$ cat config.mk
export PLATFORM = sky130hd
export DESIGN_NAME = rtcm3_frame_checker_unit
export DESIGN_NICKNAME = d
export VERILOG_FILES = /design/src/hdl/rtcm3fc_pkg.sv /design/src/hdl/rtcm3_frame_checker_unit.sv
export VERILOG_INCLUDE_DIRS = /design/src /design/src/hdl
export SDC_FILE = /design/constraint.sdc
export NUM_CORES = 1
export LEC_CHECK = 0
export ABC_AREA = 1
export BUFFER_PORTS_ARGS = -buffer_cell sky130_fd_sc_hd__buf_2
export CAP_MARGIN = 20
export CORE_UTILIZATION = 35
export CTS_CLUSTER_DIAMETER = 30
export DETAILED_ROUTE_END_ITERATION = 8
export PLACE_DENSITY = 0.55
export SYNTH_ARGS = -nofsm -noshare
export SYNTH_HDL_FRONTEND = slang
export SYNTH_SLANG_ARGS = --single-unit
$ cat constraint.sdc
create_clock -name clk -period 3.5 [get_ports clk]
set_input_delay 0.175 -clock clk [delete_from_list [all_inputs] [get_ports clk]]
set_output_delay 0.175 -clock clk [all_outputs]
set_load 0.005 [all_outputs]
$ cat src/hdl/rtcm3_frame_checker_unit_assert.svh
// ----------------------------------------------------------------------------
// RTCM3 frame checker assertion macros
// Checks are active in simulation and compile away in synthesis.
// ----------------------------------------------------------------------------
`ifndef RTCM3_FRAME_CHECKER_UNIT_ASSERT_SVH
`define RTCM3_FRAME_CHECKER_UNIT_ASSERT_SVH

`ifndef SYNTHESIS

// Same-cycle implication: cons must hold whenever ante holds.
`define RFC_ASSERT_IMP(label, clk, rst, ante, cons) \
  label: assert property (@(posedge clk) disable iff (rst) (ante) |-> (cons)) \
    else $error("rtcm3 frame checker: implication check failed");

// Next-cycle implication: cons must hold in the cycle after ante.
`define RFC_ASSERT_NXT(label, clk, rst, ante, cons) \
  label: assert property (@(posedge clk) disable iff (rst) (ante) |=> (cons)) \
    else $error("rtcm3 frame checker: next-cycle check failed");

`else

`define RFC_ASSERT_IMP(label, clk, rst, ante, cons)
`define RFC_ASSERT_NXT(label, clk, rst, ante, cons)

`endif

`endif

$ cat src/hdl/rtcm3fc_pkg.sv
// ----------------------------------------------------------------------------
// RTCM3 frame checker package
// Constants, result word layout and the byte-wide CRC-24Q update.
// ----------------------------------------------------------------------------
package rtcm3fc_pkg;

  // Framing constants.
  localparam int          MAX_FRAME_BYTES_DEF = 1029;
  localparam int          MIN_FRAME_BYTES     = 6;
  localparam int          LEN_SUM_W           = 11;
  localparam logic [7:0]  PREAMBLE            = 8'hD3;
  localparam logic [7:0]  RESERVED_MASK       = 8'hFC;
  localparam logic [24:0] CRC_POLY            = 25'h1864CFB;
  localparam int          OUT_TDATA_W         = 40;

  // Result codes, first failing check wins.
  typedef enum logic [2:0] {
    ERR_OK       = 3'd0,
    ERR_SIZE     = 3'd1,
    ERR_PREAMBLE = 3'd2,
    ERR_RESERVED = 3'd3,
    ERR_LENGTH   = 3'd4,
    ERR_CRC      = 3'd5
  } err_code_t;

  // Result word, frame_ok in bit 0, padded to whole bytes at the top.
  typedef struct packed {
    logic [1:0]  pad;
    logic [23:0] computed_crc;
    logic [9:0]  payload_length;
    err_code_t   error_code;
    logic        frame_ok;
  } out_word_t;

  // Folds one byte into a CRC-24Q value, eight shift steps unrolled.
  function automatic logic [23:0] crc24q_byte(input logic [23:0] crc_in,
                                              input logic [7:0]  b);
    logic [24:0] c;
    c = {1'b0, crc_in ^ {b, 16'h0000}};
    for (int k = 0; k < 8; k++) begin
      c = {c[23:0], 1'b0};
      if (c[24]) begin
        c = c ^ CRC_POLY;
      end
    end
    return c[23:0];
  endfunction

endpackage

$ cat src/hdl/rtcm3_frame_checker_unit.sv
// ----------------------------------------------------------------------------
// RTCM3 frame checker
// Checks one RTCM3 frame per run of bytes: frame size, preamble, reserved
// bits, length field and the CRC-24Q, and reports one result word per frame.
// ----------------------------------------------------------------------------
// Usage:
//   Input channel s_axis: one frame byte per word, s_axis_tlast on the final
//   byte of the frame. Output channel m_axis: one result word per frame,
//   produced for the word that carried s_axis_tlast.
//   The byte-wide CRC update and the frame state registers accept one word
//   every clock while the result register is free.
//   A result appears on m_axis in the cycle after the last byte is accepted.
//   The result register doubles as the stall buffer: while a result waits
//   for m_axis_tready, s_axis_tready is low; when the result is taken in the
//   same cycle a new byte can be accepted, so throughput stays one byte per
//   cycle with an ever-ready receiver.
//   Frames longer than MAX_FRAME_BYTES keep running through the CRC and end
//   with a size error. The frame state clears after each final byte.
//   Reset (rst, synchronous) clears the frame state and empties the result
//   register; no result is pending afterwards.
// ----------------------------------------------------------------------------
module rtcm3_frame_checker_unit #(
  parameter int MAX_FRAME_BYTES = rtcm3fc_pkg::MAX_FRAME_BYTES_DEF
) (
  input  logic                                clk,
  input  logic                                rst,
  input  logic                                s_axis_tvalid,
  output logic                                s_axis_tready,
  // [7:0] data_byte
  input  logic [7:0]                          s_axis_tdata,
  input  logic                                s_axis_tlast,
  output logic                                m_axis_tvalid,
  input  logic                                m_axis_tready,
  // [0] frame_ok, [3:1] error_code, [13:4] payload_length,
  // [37:14] computed_crc, [39:38] zero
  output logic [rtcm3fc_pkg::OUT_TDATA_W-1:0] m_axis_tdata
);

  import rtcm3fc_pkg::*;

  `include "rtcm3_frame_checker_unit_assert.svh"

  localparam int             CNT_W   = $clog2(MAX_FRAME_BYTES + 2);
  localparam logic [CNT_W-1:0] CNT_SAT = CNT_W'(MAX_FRAME_BYTES + 1);
  localparam logic [CNT_W-1:0] CNT_MAX = CNT_W'(MAX_FRAME_BYTES);
  localparam logic [CNT_W-1:0] CNT_MIN = CNT_W'(MIN_FRAME_BYTES);

  // Frame state.
  logic [CNT_W-1:0] byte_count, byte_count_next;
  logic [23:0]      running_crc, running_crc_next;
  logic [7:0]       tail_bytes [3];
  logic [7:0]       tail_bytes_next [3];
  logic             preamble_good, preamble_good_next;
  logic             reserved_good, reserved_good_next;
  logic [9:0]       length_field, length_field_next;

  // Result register.
  logic      out_valid;
  out_word_t out_data;
  out_word_t result;

  logic s_fire;
  logic [LEN_SUM_W-1:0] len_sum;
  err_code_t err;

  assign s_axis_tready = !out_valid || m_axis_tready;
  assign s_fire        = s_axis_tvalid && s_axis_tready;
  assign m_axis_tvalid = out_valid;
  assign m_axis_tdata  = out_data;

  // Header captures, delay line, CRC and byte count for the current word.
  always_comb begin
    preamble_good_next = preamble_good;
    reserved_good_next = reserved_good;
    length_field_next  = length_field;
    if (byte_count == CNT_W'(0)) begin
      preamble_good_next = (s_axis_tdata == PREAMBLE);
    end else if (byte_count == CNT_W'(1)) begin
      reserved_good_next = ((s_axis_tdata & RESERVED_MASK) == 8'h00);
      length_field_next  = {s_axis_tdata[1:0], length_field[7:0]};
    end else if (byte_count == CNT_W'(2)) begin
      length_field_next  = {length_field[9:8], s_axis_tdata};
    end

    running_crc_next = running_crc;
    if (byte_count >= CNT_W'(3)) begin
      running_crc_next = crc24q_byte(running_crc, tail_bytes[0]);
    end
    tail_bytes_next[0] = tail_bytes[1];
    tail_bytes_next[1] = tail_bytes[2];
    tail_bytes_next[2] = s_axis_tdata;

    byte_count_next = byte_count;
    if (byte_count < CNT_SAT) begin
      byte_count_next = byte_count + CNT_W'(1);
    end
  end

  // Frame checks in priority order, evaluated on the updated state.
  assign len_sum = {1'b0, length_field_next} + LEN_SUM_W'(MIN_FRAME_BYTES);

  always_comb begin
    if (byte_count_next < CNT_MIN || byte_count_next > CNT_MAX) begin
      err = ERR_SIZE;
    end else if (!preamble_good_next) begin
      err = ERR_PREAMBLE;
    end else if (!reserved_good_next) begin
      err = ERR_RESERVED;
    end else if (len_sum != LEN_SUM_W'(byte_count_next)) begin
      err = ERR_LENGTH;
    end else if (running_crc_next !=
                 {tail_bytes_next[0], tail_bytes_next[1], tail_bytes_next[2]}) begin
      err = ERR_CRC;
    end else begin
      err = ERR_OK;
    end
    result.pad            = 2'b00;
    result.computed_crc   = running_crc_next;
    result.payload_length = length_field_next;
    result.error_code     = err;
    result.frame_ok       = (err == ERR_OK);
  end

  // Frame state registers; the final byte returns them to the idle frame.
  always_ff @(posedge clk) begin
    if (rst) begin
      byte_count    <= '0;
      running_crc   <= '0;
      tail_bytes[0] <= '0;
      tail_bytes[1] <= '0;
      tail_bytes[2] <= '0;
      preamble_good <= 1'b0;
      reserved_good <= 1'b0;
      length_field  <= '0;
    end else if (s_fire) begin
      if (s_axis_tlast) begin
        byte_count    <= '0;
        running_crc   <= '0;
        tail_bytes[0] <= '0;
        tail_bytes[1] <= '0;
        tail_bytes[2] <= '0;
        preamble_good <= 1'b0;
        reserved_good <= 1'b0;
        length_field  <= '0;
      end else begin
        byte_count    <= byte_count_next;
        running_crc   <= running_crc_next;
        tail_bytes[0] <= tail_bytes_next[0];
        tail_bytes[1] <= tail_bytes_next[1];
        tail_bytes[2] <= tail_bytes_next[2];
        preamble_good <= preamble_good_next;
        reserved_good <= reserved_good_next;
        length_field  <= length_field_next;
      end
    end
  end

  // Result register, loaded on the final byte and held until taken.
  always_ff @(posedge clk) begin
    if (rst) begin
      out_valid <= 1'b0;
    end else if (s_fire && s_axis_tlast) begin
      out_valid <= 1'b1;
    end else if (m_axis_tready) begin
      out_valid <= 1'b0;
    end
  end

  always_ff @(posedge clk) begin
    if (s_fire && s_axis_tlast) begin
      out_data <= result;
    end
  end

  // A new result only follows a final byte.
  `RFC_ASSERT_IMP(a_result_from_last, clk, rst, $rose(out_valid),
                  $past(s_fire && s_axis_tlast))
  // The frame state is back at its start after a final byte.
  `RFC_ASSERT_NXT(a_state_cleared, clk, rst, s_fire && s_axis_tlast,
                  byte_count == '0 && running_crc == '0 && !preamble_good)
  // The ok flag agrees with the error code.
  `RFC_ASSERT_IMP(a_ok_matches_code, clk, rst, out_valid,
                  out_data.frame_ok == (out_data.error_code == ERR_OK))

endmodule
==> results.yml <==
floorplanning:
  core-area_um2: 17500
  die_h_um: 137
  num_rows: 48
  ios: 55
  dieWidth_um: 137
  die-area_um2: 18700
  start_util_pct: 36.3
sta:
  whs_ns: 0.0323
  drv_slew: 0
  worst_pin_slew_ns: 0.609
  fin_ws_ns: 0.257
  max_freq_ghz: 0.308
  fin_crit_ns: 3.24
  maxSlewHeadroom_pct: 59.4
  setup_viol: 0
  skew_ns: 0.00817
  tns_ns: 0
  fin_crit_sh_pct: 92.7
  hold_viol_final: 0
logic_synthesis:
  syn-mean-instance-area_um2: 7.91
  synth_adder_area_share_pct: 0.987
  async_flop_share_pct: 0
  synth_top_family_by_area: "simple AND/OR/NAND/NOR gates"
  synth_cells: 802
  synth-edff-count: 62
  ys_ff_latch: 110
  muxShareOfSynthArea_pct: 0
  synth-compound-area-share_pct: 7.14
  yosysWarnings: 0
  ys_seq_area_share_pct: 44.5
  synthSimpleGateAreaFrac_pct: 31.3
  ys_dominant_reg_cell: "edfxtp_1"
  synth.lib_cells_used.distinct: 39
  mappedNetlistArea_um2: 6340
  synth_xor_area_share_pct: 7.16
finish:
  final_core_util_pct: 42.3
  fill_cells: 1809
  nNetsFinal: 885
  drive_gt1_share_pct: 20.3
  design_area_um2: 7390
  insertedDiodeCount: 0
  area_growth_syn_to_layout_pct: 16.5
global_routing:
  grt_overflow: 0
  track_usage_pct: 18.5
  grt_antenna_before_repair: 0
  grt_pass1_vias: 4828
  grt_pass1_wl_um: 25900
  grt_max_degree: 49
placement:
  numPortBuffers: 52
  dp_hpwl_um: 12500
  gp_congestion: 0.896
  place_area_um2: 6950
  post-place-ws_ns: 0.178
setup_path:
  critPathLaunchType: "flip-flop"
  critPathRequiredTime_ns: 3.61
  worst-setup-path-type: "reg2reg"
  worst-path-max-fanout: 11
  critPathArrivalTime_ns: 3.35
  cp-end-kind: "flip-flop"
power_and_ir_drop:
  p_leak_nw: 3.25
  ir_worst_vdd_mv: 0.257
  pwr_density_cell_nw_per_um2: 389
clock_network:
  clk-insertion-delay-late_ns: 0.36
  cts_buffers: 9
  clk_transition_reported_paths_ns: 0.07
  cts_root_buf: "clkbuf_16"
  cts.htree.levels: 3
  cts.sinks: 110
  cts_tree: "built"
  cts_buffer_depth: 2
drt:
  wl_per_cell_um: 15.3
  final_antenna_net_count: 0
  drt_iter0_drc: 352
  firstDrtPassIters: 5
  wl_um: 16700
  remaining_drc_errors: 0
  drt-vias-per-instance: 4.88
  num_vias: 5356
run_status:
  status: "finished clean"
min_path:
  hold_class: "in2reg"
run:
  drv_cap: 0
[logic make-up (layout without fill, tap and decap cells)]
| group | count (synthesis) | after routing |
|---|---|---|
| flops | 110 | 110 |
| xor+xnor | 51 | 51 |
| other cells | 1 | 2 |
| compound gates | 73 | 73 |
| buf+inv | 144 | 213 |
| simple gates | 418 | 418 |
| fa+ha+maj | 5 | 5 |
[synthesized netlist by cell type, drive strengths merged, types with 3 or more instances]
cell	number	area share [%]
a21oi	7	0.61
a32o	3	0.47
buf	6	0.69
clkbuf	14	0.83
dfxtp	48	15
edfxtp	62	29
ha	5	0.99
inv	123	7.3
nand2	246	16
nand3	88	8.3
nand3b	8	0.95
nand4	12	1.2
nor2	55	3.5
nor3	5	0.47
o21ai	33	3.0
o22ai	27	2.7
or2	3	0.30
xnor2	7	1.1
xor2	44	6.1
[routing by layer]
| metal | GRT usage (%) | routed length [um] | vias to the layer above |
|---|---|---|---|
| met5 | 0 | 0 | - |
| met3 | 2.52 | 648 | 19 |
| met4 | 6.85 | 329 | 0 |
| met1 | 26.1 | 8170 | 2512 |
| met2 | 28.5 | 7600 | 105 |
| li1 | - | - | 2720 |
[repair_timing]
item,4_1_cts,5_1_grt
hold buffers,0,0
resized for setup,0,22
setup endpoints to repair,0,3
setup buffers,0,2
[path summary, 6_finish.rpt]
path | from | end | slack, ns | cells past startpoint
max reg2reg | byte_count[1] | m_axis_tdata[0] | 0.26 | 24
max | byte_count[1] | m_axis_tdata[0] | 0.26 | 24
min reg2reg | preamble_good | preamble_good | 0.48 | 2
min | rst | byte_count[3] | 0.03 | 2
[cells in the final DEF (no fill, tap or decap), types with 3 or more instances in the layout]
master,instances
nand2_1,207
inv_1,112
nand3_1,77
edfxtp_1,62
buf_2,52
dfxtp_1,47
xor2_1,44
nor2_1,43
nand2_2,31
o22ai_1,27
o21ai_0,19
buf_4,16
nand4_1,12
inv_2,11
clkbuf_16,10
nor2_2,9
o21ai_2,9
nand2_4,8
nand3b_1,8
nand3_2,6
xnor2_1,6
a21oi_1,6
nand3_4,5
o21ai_1,4
nor3_1,4
ha_1,4
nor2_4,3
a32o_1,3
[metrics by stage]
stage	total power, mW	std cells
floorplan	1.71	803
global placement	1.82	1078
detailed placement	1.82	1078
CTS	2.90	1094
global route	2.99	1097
finish	2.87	1097
[layout make-up]
cell class                 count  area (um^2)  area share, %
clock buffer                  13          260           3.52
timing repair buffer          73          468           6.34
tap                          225          282           3.81
inverter                     124          465           6.30
clock inverter                 3         42.5          0.576
sequential                   110         2820           38.2
multi-input combinational    549         3040           41.2
[power breakdown]
part	switching, mW	total (mW)	internal [mW]
clock network	0.477	1.07	0.595
registers	0.0156	1.41	1.40
logic	0.264	0.384	0.120
total	0.757	2.87	2.11
[state kept, by name, summed over array words and instances, names as in the netlist]
| register | count |
|---|---|
| m_axis_tdata | 38 |
| m_axis_tvalid | 1 |
| tail_bytes | 24 |
| reserved_good | 1 |
| preamble_good | 1 |
| length_field | 10 |
| running_crc | 24 |
| byte_count | 11 |
[worst max-delay path: stages (launching register included)]
cell and delay [ns]:
dfxtp_2 0.35, inv_1 0.12, ha_1 0.20, inv_1 0.06, nand2_1 0.07, nor2_2 0.05
nand3_4 0.11, buf_4 0.21, nand2_1 0.08, o21ai_2 0.08, inv_2 0.07, ha_1 0.20
inv_1 0.05, nand3_1 0.10, nand3b_1 0.22, nor3_2 0.14, xor2_1 0.19, xor2_1 0.18
nand3b_1 0.10, nor2_2 0.12, nand2_1 0.06, nand2_1 0.05, nand2_1 0.06, nand2_2 0.08
nor2_2 0.03
No activity file was read; power rests on OpenSTA's default activity.
